<file path="src/hw/rtl/crl_pkg.sv">
package crl_pkg;

  localparam int VAL_W = 32;
  localparam int POS_W = 17;
  localparam int NP_W  = 7;
  localparam int IDX_W = 6;
  localparam int FRAC_W = 16;

  localparam logic REQ_WRITE = 1'b0;
  localparam logic REQ_QUERY = 1'b1;

  // 1.0 in Q1.16
  localparam logic [POS_W-1:0] FRAC_ONE = 17'h10000;

  typedef logic signed [VAL_W-1:0] value_t;
  typedef value_t point_set_t [4];

endpackage

</file>
<file path="src/hw/rtl/crl_table.sv">
module crl_table #(
  parameter int DEPTH = 64,
  parameter int AW = 6
) (
  input  logic                clk,
  input  logic                wr_en,
  input  logic [AW-1:0]       wr_addr,
  input  crl_pkg::value_t     wr_data,
  input  logic                rd_en,
  input  logic [AW-1:0]       rd_addr,
  output crl_pkg::value_t     rd_data
);
  import crl_pkg::*;

  value_t mem [DEPTH];

  always_ff @(posedge clk) begin
    if (wr_en) begin
      mem[wr_addr] <= wr_data;
    end
  end

  always_ff @(posedge clk) begin
    if (rd_en) begin
      rd_data <= mem[rd_addr];
    end
  end

endmodule

</file>
<file path="config.mk">
export PLATFORM = sky130hd
export DESIGN_NAME = crl_table
export DESIGN_NICKNAME = d
export VERILOG_FILES = /design/src/hw/rtl/crl_pkg.sv /design/src/hw/rtl/crl_table.sv
export SDC_FILE = /design/constraint.sdc
export NUM_CORES = 2
export LEC_CHECK = 0
export BUFFER_PORTS_ARGS = -buffer_cell sky130_fd_sc_hd__clkbuf_2
export CAP_MARGIN = 5
export CORE_MARGIN = 2
export CORE_UTILIZATION = 30
export DETAILED_ROUTE_END_ITERATION = 7
export GPL_ROUTABILITY_DRIVEN = 0
export SETUP_SLACK_MARGIN = 0.5
export SLEW_MARGIN = 15
export SYNTH_ARGS = -nofsm -noshare
export SYNTH_HDL_FRONTEND = slang
export SYNTH_SLANG_ARGS = --single-unit
</file>
<file path="constraint.sdc">
create_clock -name clk -period 3.6 [get_ports clk]
set_input_delay 0.36 -clock clk [delete_from_list [all_inputs] [get_ports clk]]
set_output_delay 0.36 -clock clk [all_outputs]
set_load 0.02 [all_outputs]
</file>
After elaboration in Yosys (flattened, before gate mapping)
Memory sizes are Yosys's and may differ from the RTL's. A register that Yosys moved wholly into a read port is not among the register bits.
Cells that the tools add are included.
Operators by class
  muxes and demuxes: 2
Operator list (count)
  $mux W1: 2
Storage, ports and cells
  register bits after elaboration: 0
  memories kept: 1
  bits in writable memories: 2048
  output and inout port bits: 32
  word-level logic and storage cells: 3
  bits of input ports: 47
Memories
  mem: depth 64, width 32, read ports 1, clocked after Yosys merged registers in 1, write ports 1, line crl_table.sv:15  | value_t mem [DEPTH];

Logic depth before layout (Yosys ltp)
  word-level depth: 2
  mapped depth: 10

Worst setup path before layout
No wires, ideal clock.
  path kind: input -> register
  start point: input wr_addr[3]
  end point: memory mem[48][0] (netlist name), enable pin
  setup time: 0.461 ns
  arrival time: 3.059 ns
  path buffers: 1
  slack: 0.080 ns
  stages: 4
  cells stage by stage: clkbuf_1 nor2b_1 nand4b_1 nor3_1
RTL lines
  from (decl): line crl_table.sv:7  | input logic [AW-1:0] wr_addr,
  to (decl): line crl_table.sv:15
Straight into the memory's write port.

==> Flow_metrics.wiki <==
{| class="wikitable"
! Metric !! Value
|-
| Outcome || complete, no violations
|-
| Buffer levels on the longest clock path || 3
|-
| Startpoint Class || input pin
|-
| Total CTS buffers || 200
|-
| First-pass GRT wire length || 297 mm
|-
| Max H-tree Level || 4
|-
| Remaining routing DRC violations || 0
|-
| Nets || ~3700
|-
| Placeable core region || 262000 um^2
|-
| Die Footprint || ~270000 um^2
|-
| Row count || around 190
|-
| Commonest non-fill, non-tap cells in the layout || sky130_fd_sc_hd__edfxtp_1 (2080), sky130_fd_sc_hd__mux4_2 (544), sky130_fd_sc_hd__clkbuf_16 (205)
|-
| Average routed wire per standard cell || slightly below 30 um
|-
| Fill cell total of the finished layout || around 24000
|-
| Initial detailed-routing violation count || 4655
|-
| Req. time, crit path || approximately 4200 ps
|-
| Chip Height || slightly above 500 um
|-
| Share of cells above drive strength 1 || between 30% and 40%
|-
| Hold buffers post-CTS || 1
|-
| Mux share of post-synthesis cell area || roughly 17%
|-
| Antenna violations before repair || 34
|-
| Final clock skew || roughly 26 ps
|-
| # Post-CTS Setup Buffers || 0
|-
| Power density of the placed cells || 540 nW/um^2
|-
| Synthesis-stage register bit count || between 2000 and 2500
|-
| Setup tns final || 0 ps
|-
| Leakage power || ~28 nW
|-
| Average size of a mapped cell || about 24 um^2
|-
| Worst min-delay path category || in2reg
|-
| Maximum number of pins on one net before global-route repair || 65
|-
| Count of buffers inserted at the top-level ports || slightly below 80
|-
| Grt total ovfl || 0
|-
| Compound-Gate Fraction of Synth Area || under 10%
|-
| Top fanout value on the critical path || 37
|-
| Number of cells produced by synthesis || around 3300
|-
| Worst vdd ir || around 0.52 mV
|-
| Post-layout instance count excluding filler cells || 7354
|-
| Netlist cell types || 33
|-
| Die outline width || a little over 500 um
|-
| CTS tree || done
|-
| Slew margin rel. || a little over a fifth
|-
| Worst Path Arrival || ~3300 ps
|-
| Final core area utilization || 35.1%
|-
| Clock transition at the registers of the reported paths || ~60 ps
|-
| CTS root buf || sky130_fd_sc_hd__clkbuf_16
|-
| Detailed placement HPWL || around 120 mm
|-
| Post-route ant nets || 0
|-
| Area of the mapped netlist || between 70000 and 80000 um^2
|-
| CTS sink cnt || approximately 2100
|-
| Sequential fraction of the synthesis area || about four fifths
|-
| Adder-cell area share of the yosys netlist || 0%
|-
| Via-per-instance ratio || just over 5
|-
| Total via count in the routed design || about 38000
|-
| Vias in the first global route || approximately 38000
|-
| Combinational family with the most area after synthesis || multiplexers
|-
| FFs w/ async S/R, synth || 0%
|-
| Slew of the pin with the lowest slew margin || 1180 ps
|-
| Skew-Pair Late Insertion Delay || roughly 840 ps
|-
| Most area-hungry cell type in the Yosys netlist || sky130_fd_sc_hd__edfxtp_1
|-
| Synthesized net count || 3371
|-
| Starting Density || 30.1%
|-
| F_max || 0.368 GHz
|-
| Prevailing post-synth register cell || sky130_fd_sc_hd__edfxtp_1
|-
| Commonest non-fill, non-tap cell in the layout || sky130_fd_sc_hd__edfxtp_1
|-
| Detailed-routing iteration count for the pre-antenna-repair pass || 5
|-
| Final setup violating endpoints || 0
|-
| Share of the synthesized area in the top cell type || around four fifths
|-
| Post-synthesis simple-gate area fraction || 1.26%
|-
| Post-route minimum period || 2720 ps
|-
| Number of failing hold endpoints at the final stage || 0
|-
| Overall Global Routing Usage || between 10% and 20%
|-
| Num ports || 79
|-
| Yosys warns || 0
|-
| Resized Gates After CTS || 0
|-
| RSZ-0062 raised after global routing || no
|-
| Final cycle utilization of the critical path || between 70 and 80%
|-
| Wirelength, routed || 213 mm
|-
| Category of the most critical setup path || in2reg
|-
| Number of synthesized flops with an enable pin || between 2000 and 2500
|-
| Post-synthesis xor/xnor area fraction || 0%
|-
| Nature of the critical path endpoint || flip-flop
|-
| Number of placed instances with taps included || 6980
|-
| Maximum Capacitance Violations || 0
|-
| Syn-to-layout area delta || 16.4%
|-
| Main area contributors after synthesis || sky130_fd_sc_hd__edfxtp_1 (79%), sky130_fd_sc_hd__mux4_2 (16%), sky130_fd_sc_hd__mux2i_1 (1.2%)
|-
| Max-slew violation count || 0
|}
critical path: stages:
cell                       delay (ps)
sky130_fd_sc_hd__buf_8            350
sky130_fd_sc_hd__buf_12           300
sky130_fd_sc_hd__buf_4            270
sky130_fd_sc_hd__mux4_2           530
sky130_fd_sc_hd__o221ai_1         260
sky130_fd_sc_hd__a21oi_1          190
sky130_fd_sc_hd__a21oi_1          800
sky130_fd_sc_hd__nor2_1            70
cell families after synthesis:
logic type | after synthesis
AOI/OAI and AO/OA | 202
buffers and inverters | 182
DFF | 2080
muxes | 637
and+or+nand+nor | 223
cell usage after synthesis, types with 21 or more instances:
cell type	count
sky130_fd_sc_hd__a21oi_1	62
sky130_fd_sc_hd__buf_1	21
sky130_fd_sc_hd__buf_2	57
sky130_fd_sc_hd__buf_4	25
sky130_fd_sc_hd__clkbuf_1	74
sky130_fd_sc_hd__edfxtp_1	2080
sky130_fd_sc_hd__mux2i_1	93
sky130_fd_sc_hd__mux4_2	544
sky130_fd_sc_hd__nand2_1	26
sky130_fd_sc_hd__nor2_1	137
sky130_fd_sc_hd__o221ai_1	27
sky130_fd_sc_hd__o22ai_1	84
final timing paths:
kind,cells after the start,slack [ps],to,startpoint
min,1,60,rd_data[10],rd_en
max,8,880,rd_data[24],rd_addr[1]
min reg2reg,4,910,rd_data[4],mem[28][4]
max reg2reg,4,1010,rd_data[14],mem[51][14]
area by class of cell:
| type | instances | area [um^2] | share of cell area (%) |
|---|---|---|---|
| Sequential cell | 2080 | 62500 | 68.1 |
| Multi-Input combinational cell | 1062 | 16000 | 17.4 |
| Clock buffer | 266 | 5360 | 5.84 |
| Tap cell | 3515 | 4400 | 4.79 |
| Timing Repair Buffer | 324 | 2820 | 3.08 |
| Clock inverter | 97 | 728 | 0.793 |
| Antenna cell | 10 | 25.0 | 0.0273 |
routing by layer:
metal / track usage (%) / routed length (um)
met5: 0 / 34
met4: 4.89 / 6280
met3: 2.46 / 15000
met2: 26.2 / 105000
met1: 21.4 / 86900
registers in the layout (all words and copies together), names as in the netlist:
name and count:
rd_data 32, mem 2048
per-stage QoR:
| step | total power (W) | setup WS [ps] | cell area, um^2 | hold slack [ps] |
|---|---|---|---|---|
| 2_1_floorplan | 0.0288 | 588 | 78800 | 459 |
| 3_3_place_gp | 0.0302 | 29.5 | 85700 | 823 |
| 3_5_place_dp | 0.0302 | 51.1 | 85700 | 833 |
| 4_1_cts | 0.0499 | 942 | 91700 | 20.3 |
| 5_1_grt | 0.0510 | 892 | 91800 | 39.0 |
| 6_report | 0.0495 | 882 | 91800 | 63.5 |
power breakdown:
part	total (W)	internal [W]	switching (W)
Combinational	0.00271	0.000996	0.00172
Clock	0.0199	0.0111	0.00882
Sequential	0.0270	0.0269	0.0000839
(Power assumes the default switching activity.)
