$ cat config.mk
export PLATFORM = sky130hd
export DESIGN_NAME = crl_eval
export DESIGN_NICKNAME = d
export VERILOG_FILES = /design/src/hw/rtl/crl_pkg.sv /design/src/hw/rtl/crl_eval.sv
export SDC_FILE = /design/constraint.sdc
export NUM_CORES = 2
export LEC_CHECK = 0
export BUFFER_PORTS_ARGS = -buffer_cell sky130_fd_sc_hd__buf_2
export CAP_MARGIN = 20
export CELL_PAD_IN_SITES_DETAIL_PLACEMENT = 0
export CELL_PAD_IN_SITES_GLOBAL_PLACEMENT = 1
export CORE_UTILIZATION = 52
export DETAILED_ROUTE_END_ITERATION = 12
export PLACE_DENSITY_LB_ADDON = 0.2
export SYNTH_ARGS = -nofsm -noshare
export SYNTH_HDL_FRONTEND = slang
export SYNTH_SLANG_ARGS = --single-unit
$ cat constraint.sdc
create_clock -name clk -period 22.3 [get_ports clk]
set_clock_uncertainty 0.1 [all_clocks]
set_input_delay 4.46 -clock clk [delete_from_list [all_inputs] [get_ports clk]]
set_output_delay 4.46 -clock clk [all_outputs]
set_load 0.005 [all_outputs]
$ cat src/hw/rtl/crl_pkg.sv
package crl_pkg;

  localparam int VAL_W = 32;
  localparam int POS_W = 17;
  localparam int NP_W  = 7;
  localparam int IDX_W = 6;
  localparam int FRAC_W = 16;

  localparam logic REQ_WRITE = 1'b0;
  localparam logic REQ_QUERY = 1'b1;

  // 1.0 in Q1.16
  localparam logic [POS_W-1:0] FRAC_ONE = 17'h10000;

  typedef logic signed [VAL_W-1:0] value_t;
  typedef value_t point_set_t [4];

endpackage

$ cat src/hw/rtl/crl_eval.sv
module crl_eval (
  input  logic                       clk,
  input  logic                       rst,
  input  logic                       start,
  input  logic [crl_pkg::POS_W-1:0]  frac,
  input  crl_pkg::point_set_t        pts,
  output logic                       done,
  output crl_pkg::value_t            result
);
  import crl_pkg::*;

  localparam int COEF_W = 36;
  localparam int ACC_W  = 38;
  localparam int PROD_W = ACC_W + POS_W + 1;
  localparam int SUM_W  = PROD_W + 2;

  localparam logic signed [SUM_W-1:0] RND16 = SUM_W'(1) << (FRAC_W - 1);
  localparam logic signed [SUM_W-1:0] RND17 = SUM_W'(1) << FRAC_W;
  localparam logic signed [ACC_W-1:0] SAT_HI = {{(ACC_W-VAL_W+1){1'b0}}, {(VAL_W-1){1'b1}}};
  localparam logic signed [ACC_W-1:0] SAT_LO = {{(ACC_W-VAL_W+1){1'b1}}, {(VAL_W-1){1'b0}}};

  typedef enum logic [3:0] {
    E_IDLE = 4'b0001,
    E_MUL  = 4'b0010,
    E_ADD  = 4'b0100,
    E_SAT  = 4'b1000
  } estate_t;

  estate_t                    state;
  logic [1:0]                 pass;
  logic [POS_W-1:0]           t;
  logic signed [COEF_W-1:0]   coef_b;
  logic signed [COEF_W-1:0]   coef_c;
  logic signed [COEF_W-1:0]   coef_d;
  logic signed [ACC_W-1:0]    acc;
  logic signed [PROD_W-1:0]   prod;

  logic signed [COEF_W-1:0]   e0, e1, e2, e3;
  logic signed [COEF_W-1:0]   a_next, b_next, c_next, d_next;
  logic signed [PROD_W-1:0]   mul_out;
  logic signed [COEF_W-1:0]   k_sel;
  logic signed [SUM_W-1:0]    sum;
  logic signed [SUM_W-1:0]    shifted;
  logic                       last_pass;

  assign e0 = COEF_W'(pts[0]);
  assign e1 = COEF_W'(pts[1]);
  assign e2 = COEF_W'(pts[2]);
  assign e3 = COEF_W'(pts[3]);

  assign a_next = (e1 <<< 1) + e1 - (e2 <<< 1) - e2 + e3 - e0;
  assign b_next = (e0 <<< 1) - (e1 <<< 2) - e1 + (e2 <<< 2) - e3;
  assign c_next = e2 - e0;
  assign d_next = e1 <<< 1;

  assign mul_out = acc * $signed({1'b0, t});

  assign last_pass = (pass == 2'd2);

  always_comb begin
    case (pass)
      2'd0:    k_sel = coef_b;
      2'd1:    k_sel = coef_c;
      default: k_sel = coef_d;
    endcase
  end

  // round half up, then floor shift
  assign sum = SUM_W'(prod) + (SUM_W'(k_sel) <<< FRAC_W) + (last_pass ? RND17 : RND16);
  assign shifted = last_pass ? (sum >>> (FRAC_W + 1)) : (sum >>> FRAC_W);

  always_ff @(posedge clk) begin
    if (rst) begin
      state <= E_IDLE;
      pass  <= 2'd0;
      done  <= 1'b0;
    end else begin
      done <= 1'b0;
      case (state)
        E_IDLE: begin
          if (start) begin
            pass  <= 2'd0;
            state <= E_MUL;
          end
        end
        E_MUL: begin
          state <= E_ADD;
        end
        E_ADD: begin
          if (last_pass) begin
            state <= E_SAT;
          end else begin
            pass  <= pass + 2'd1;
            state <= E_MUL;
          end
        end
        E_SAT: begin
          done  <= 1'b1;
          state <= E_IDLE;
        end
        default: state <= E_IDLE;
      endcase
    end
  end

  always_ff @(posedge clk) begin
    case (state)
      E_IDLE: begin
        if (start) begin
          t      <= frac;
          acc    <= ACC_W'(a_next);
          coef_b <= b_next;
          coef_c <= c_next;
          coef_d <= d_next;
        end
      end
      E_MUL: prod <= mul_out;
      E_ADD: acc <= ACC_W'(shifted);
      E_SAT: begin
        if (acc > SAT_HI) begin
          result <= value_t'(SAT_HI[VAL_W-1:0]);
        end else if (acc < SAT_LO) begin
          result <= value_t'(SAT_LO[VAL_W-1:0]);
        end else begin
          result <= acc[VAL_W-1:0];
        end
      end
      default: ;
    endcase
  end

endmodule

== Yosys cells after proc, flatten, opt, wreduce, memory -nomap -nowiden ==
Index checks and enable logic that the tools add are counted.

* Word-level logic and storage cells: 52
* Output and inout bits: 33
* Input bits: 148
* Flip-flop bits (word level): 253

* $mul: 1
* $add $sub $neg: 13
* $lt $le $gt $ge: 2
* Mux-type cells: 13
* Eq/ne operators: 8
* Reduce and logical (&&, ||, !) cells: 5

{| class="wikitable"
|+ Operators by type and width
! operator !! number
|-
| $mux W38 || 2
|-
| $pmux W38 S2 || 1
|-
| $pmux W36 S2 || 1
|-
| $sub A35 B32 Y36 || 2
|-
| $sub A36 B32 Y36 || 2
|-
| $add A55 B18 Y55 || 1
|-
| $add A55 B52 Y55 || 1
|-
| $mul A38 B18 Y55 || 1
|-
| $gt A38 B32 Y1 const B || 1
|-
| $lt A38 B32 Y1 const B || 1
|-
| $add A36 B32 Y36 || 1
|-
| $add A36 B34 Y36 || 1
|-
| $sub A33 B34 Y35 || 1
|-
| $sub A34 B33 Y35 || 1
|-
| $add A33 B32 Y34 || 1
|-
| $sub A32 B32 Y33 || 1
|-
| $mux W32 || 1
|-
| $mux W17 || 1
|-
| $pmux W4 S3 || 1
|-
| $mux W4 || 2
|-
| $eq A4 B1 Y1 const B || 1
|-
| $eq A4 B2 Y1 const B || 1
|-
| $eq A4 B3 Y1 const B || 1
|-
| $eq A4 B4 Y1 const B || 1
|-
| 11 further kinds || 14
|}

== Logic depth before layout (Yosys ltp) ==
* Word-level depth: 7
* Depth in mapped cells: 26

== Worst setup path after synthesis ==
No wires, ideal clock.

* Path type: input port to flip-flop
* Start point: input start
* End point: register acc[0], enable pin
* Library setup time: 0.378 ns
* Setup slack: 4.370 ns
* Buffers on the path: 0
* Arrival time: 17.451 ns
* Data required time: 21.822 ns
* Stages: 3
* Path through: nand2_1 -> nor4_1 -> or2_2

* Longest elaborated chain between the ends: 2

{| class="wikitable"
|+ Ends and longest elaborated chain
! item !! RTL line !! source
|-
| from (decl) || crl_eval.sv:4 || <nowiki>input logic start,</nowiki>
|-
| $ne A2 B2 Y1 (no line) || - ||
|-
| $reduce_and A2 Y1 (no line) || - ||
|-
| to (signal assigned) || crl_eval.sv:111 || <nowiki>acc <= ACC_W'(a_next);</nowiki>
|-
| to (signal assigned) || crl_eval.sv:118 || <nowiki>E_ADD: acc <= ACC_W'(shifted);</nowiki>
|-
| to (decl) || crl_eval.sv:35 || <nowiki>logic signed [ACC_W-1:0] acc;</nowiki>
|}

Every way passes these cells.
A chain may end at the register's enable or synchronous reset.

== Worst setup path in the final report ==
* Start point: input pts[72] in the netlist's numbering
* End point: register coef_b[35], data pin

* Longest elaborated chain between the ends: 4

{| class="wikitable"
|+ Ends and longest elaborated chain
! item !! RTL line !! source
|-
| from (decl) || crl_eval.sv:6 || <nowiki>input crl_pkg::point_set_t pts,</nowiki>
|-
| $sub A33 B34 Y35 || crl_eval.sv:52 || <nowiki>assign b_next = (e0 <<< 1) - (e1 <<< 2) - e1 + (e2 <<< 2) - e3;</nowiki>
|-
| $sub A35 B32 Y36 * || crl_eval.sv:52 ||
|-
| $add A36 B34 Y36 * || crl_eval.sv:52 ||
|-
| $sub A36 B32 Y36 * || crl_eval.sv:52 ||
|-
| via b_next[35] || crl_eval.sv:39 || <nowiki>logic signed [COEF_W-1:0] a_next, b_next, c_next, d_next;</nowiki>
|-
| to (signal assigned) || crl_eval.sv:112 || <nowiki>coef_b <= b_next;</nowiki>
|-
| to (decl) || crl_eval.sv:32 || <nowiki>logic signed [COEF_W-1:0] coef_b;</nowiki>
|}

The timed path passes the listed nets; every way through them passes the cells marked *.

==> qor.yml <==
violations: "design-rule violations"
ys_warn_count: 0
synth_compound_gate_area_share_pct: 9.76
synthToLayoutAreaGrowth_pct: 6.99
synth-simple-area-share_pct: 12.4
instances_no_fill: 5526
via_count: 30000
synth-edff-count: 228
io_buffer_count: 180
min_period_ns: 8.72
r2r-start: "acc[12]$_DFFE_PP_"
numCtsBuffers: 31
cts_root_buf: "clkbuf_16"
start_util_pct: 52.8
maxSlewViolCount: 0
synthMuxAreaShare_pct: 0.214
drive_above_1_share_pct: 7.03
cts_setup_buffers: 0
status: "finished with violations"
nets: 5736
ys.flop_type: "edfxtp_1"
drc: 16
vias_per_cell: 5.42
dpl_cell_area_mm2: 0.0446
synth_xor_area_share_pct: 3.41
fin_crit_sh_pct: 39.1
track_usage_pct: 27.2
layout_commonest_cell: "inv_1"
ys_seq_elements: 235
clock_sinks: 235
end_kind: "flop"
hold_slack_ns: 0.449
cts_tree: "done"
syn_inst: 4354
critPathLaunch: "pts[72]"
drt_iter0_markers: 1758
postSynth.asyncResetShare_pct: 0
hold_start: "pass[1]$_SDFFE_PP0P_"
gp_congestion: 0.905
grt_max_degree: 120
wl_per_cell_um: 19.6
core_mm2: 0.0808
avgSynthCellArea_um2: 9.79
ant_nets: 0
finalSetupViolations: 0
ios: 181
postCtsHoldBufs: 0
rsz0062_at_grt: "no"
critPathRequiredTime_ns: 22.55
synth.distinct_cells: 89
ctsLongestPathBuffers: 3
hpwl_mm: 85.2
clkLatencyLatePin_ns: 0.61
cts_resized: 0
mostFrequentLayoutCells: "926 x inv_1, 834 x fa_1, 543 x nand2_1, 311 x ha_1, 277 x and2_1"
fmax_mhz: 115
synth_fa_ha_area_share_pct: 48.3
r2r_cells: 21
num_rows: 104
crit_arrival_ns: 8.97
slew_headroom_pct: 29.5
die_area_mm2: 0.0831
synth-seq-area-share_pct: 16.4
hold_path_class: "reg -> reg"
crit_fanout: 6
drv_cap: 0
die_x_um: 288
die_h_um: 288
firstDrtPassIters: 10
drt-total-wl_mm: 108
hold_violations: 0
htree_levels: 1
startpoint_type: "input pin"
final_cell_area_mm2: 0.0456
tightest_slew_ns: 1.06
clkTransAtPathRegs_ns: 0.06
grt_pass1_vias: 31700
whs_path_depth: 2
syn_area_mm2: 0.0426
synth_nets: 5647
setup_tns_ns: 0
num-fill-cells: 7364
synth_top_family_by_area: "adder cells"
gr-total-overflow: 0
antenna_found_initial: 4
critPathKind: "in -> reg"
grt_pass1_wl_mm: 175
placedCellCount: 5470
state kept, by name, summed over array words and instances (netlist names), 2 cells and up:
signal and flops:
acc 38, coef_b 36, coef_c 33, coef_d 32, pass 2, prod 40
result 32, state 4, t 17
cell type report:
class	count	area [um^2]	area share [%]
antenna	1	2.50	0.00549
clock buffer	34	787	1.73
clock inverter	21	255	0.560
inverter	927	3480	7.63
multi-input combinational	3034	31600	69.3
sequential	235	6990	15.3
tap	1060	1330	2.91
timing repair buffer	214	1170	2.56
cell usage after synthesis, types with 7 or more instances:
library cell  number  area (um^2)
and3_1            17          106
dfxtp_1            7          140
nand2_1          543         2040
o21ai_1           26          130
nand3_1           27          135
fa_1             834        16700
xnor2_1          109          955
nor2b_1           24          150
edfxtp_1         228         6850
a21oi_1          137          686
nor2_1           119          447
a21o_1           105          788
ha_1             311         3890
clkbuf_1         155          582
o21a_1            36          270
or2_2              9         56.3
a211oi_1          27          203
mux2i_1            8         80.1
o21ai_0           84          420
a22oi_1           41          308
nor3_1            27          135
xor2_1            57          499
a31oi_1           16          100
o21bai_1          14          105
or3_1              8         50.1
o211ai_1          16          120
nand2b_1          21          131
and2_1           277         1730
inv_1            926         3480
o31ai_1           10         75.1
metrics by stage:
| step | util, % | setup WS [ns] |
|---|---|---|
| after floorplan | - | 4.37 |
| after global placement | 55.2 | 12.98 |
| after detailed placement | 55.2 | 12.99 |
| after CTS | 56.4 | 13.61 |
| after global routing | 56.4 | 13.43 |
| final | 56.5 | 13.58 |
per-layer routing:
metal  wire length, um  up-vias  GRT usage, %
met5                36        -             0
met2             51300      810          44.5
met1             49800    15300          39.7
met4              1800        6          5.16
li1                  -    13800             -
met3              5470      106          2.50
path summary, 6_finish.rpt:
path	slack [ns]	end
setup reg to reg	14.73	prod[54]$_DFFE_PN_
hold / removal	0.45	pass[1]$_SDFFE_PP0P_
setup / recovery	13.58	coef_b[35]$_DFFE_PP_
hold reg to reg	0.45	pass[1]$_SDFFE_PP0P_
critical path: stages:
cell and delay (ns):
buf_2 0.25, fa_1 0.47, inv_1 0.08, fa_1 0.42, fa_1 0.45, ha_1 0.39, a2111o_1 0.40, a21oi_1 0.21
nor4_1 0.13, o311ai_1 0.59, and3_1 0.33, o21ai_1 0.14, o311a_1 0.31, o21a_1 0.17, nor2_1 0.11, xnor2_1 0.07
cell families (layout without fill, tap and decap cells):
logic type / Yosys count / count (layout)
compound gates: 605 / 605
xor+xnor: 166 / 166
fa+ha+maj: 1145 / 1145
buf+inv: 1085 / 1196
flops: 235 / 235
mux: 9 / 9
other cells: 0 / 1
simple gates: 1109 / 1109
Power is left out: the tool's default activity adds up to more than one toggle a clock period on the data nets, which glitch-free logic cannot reach.
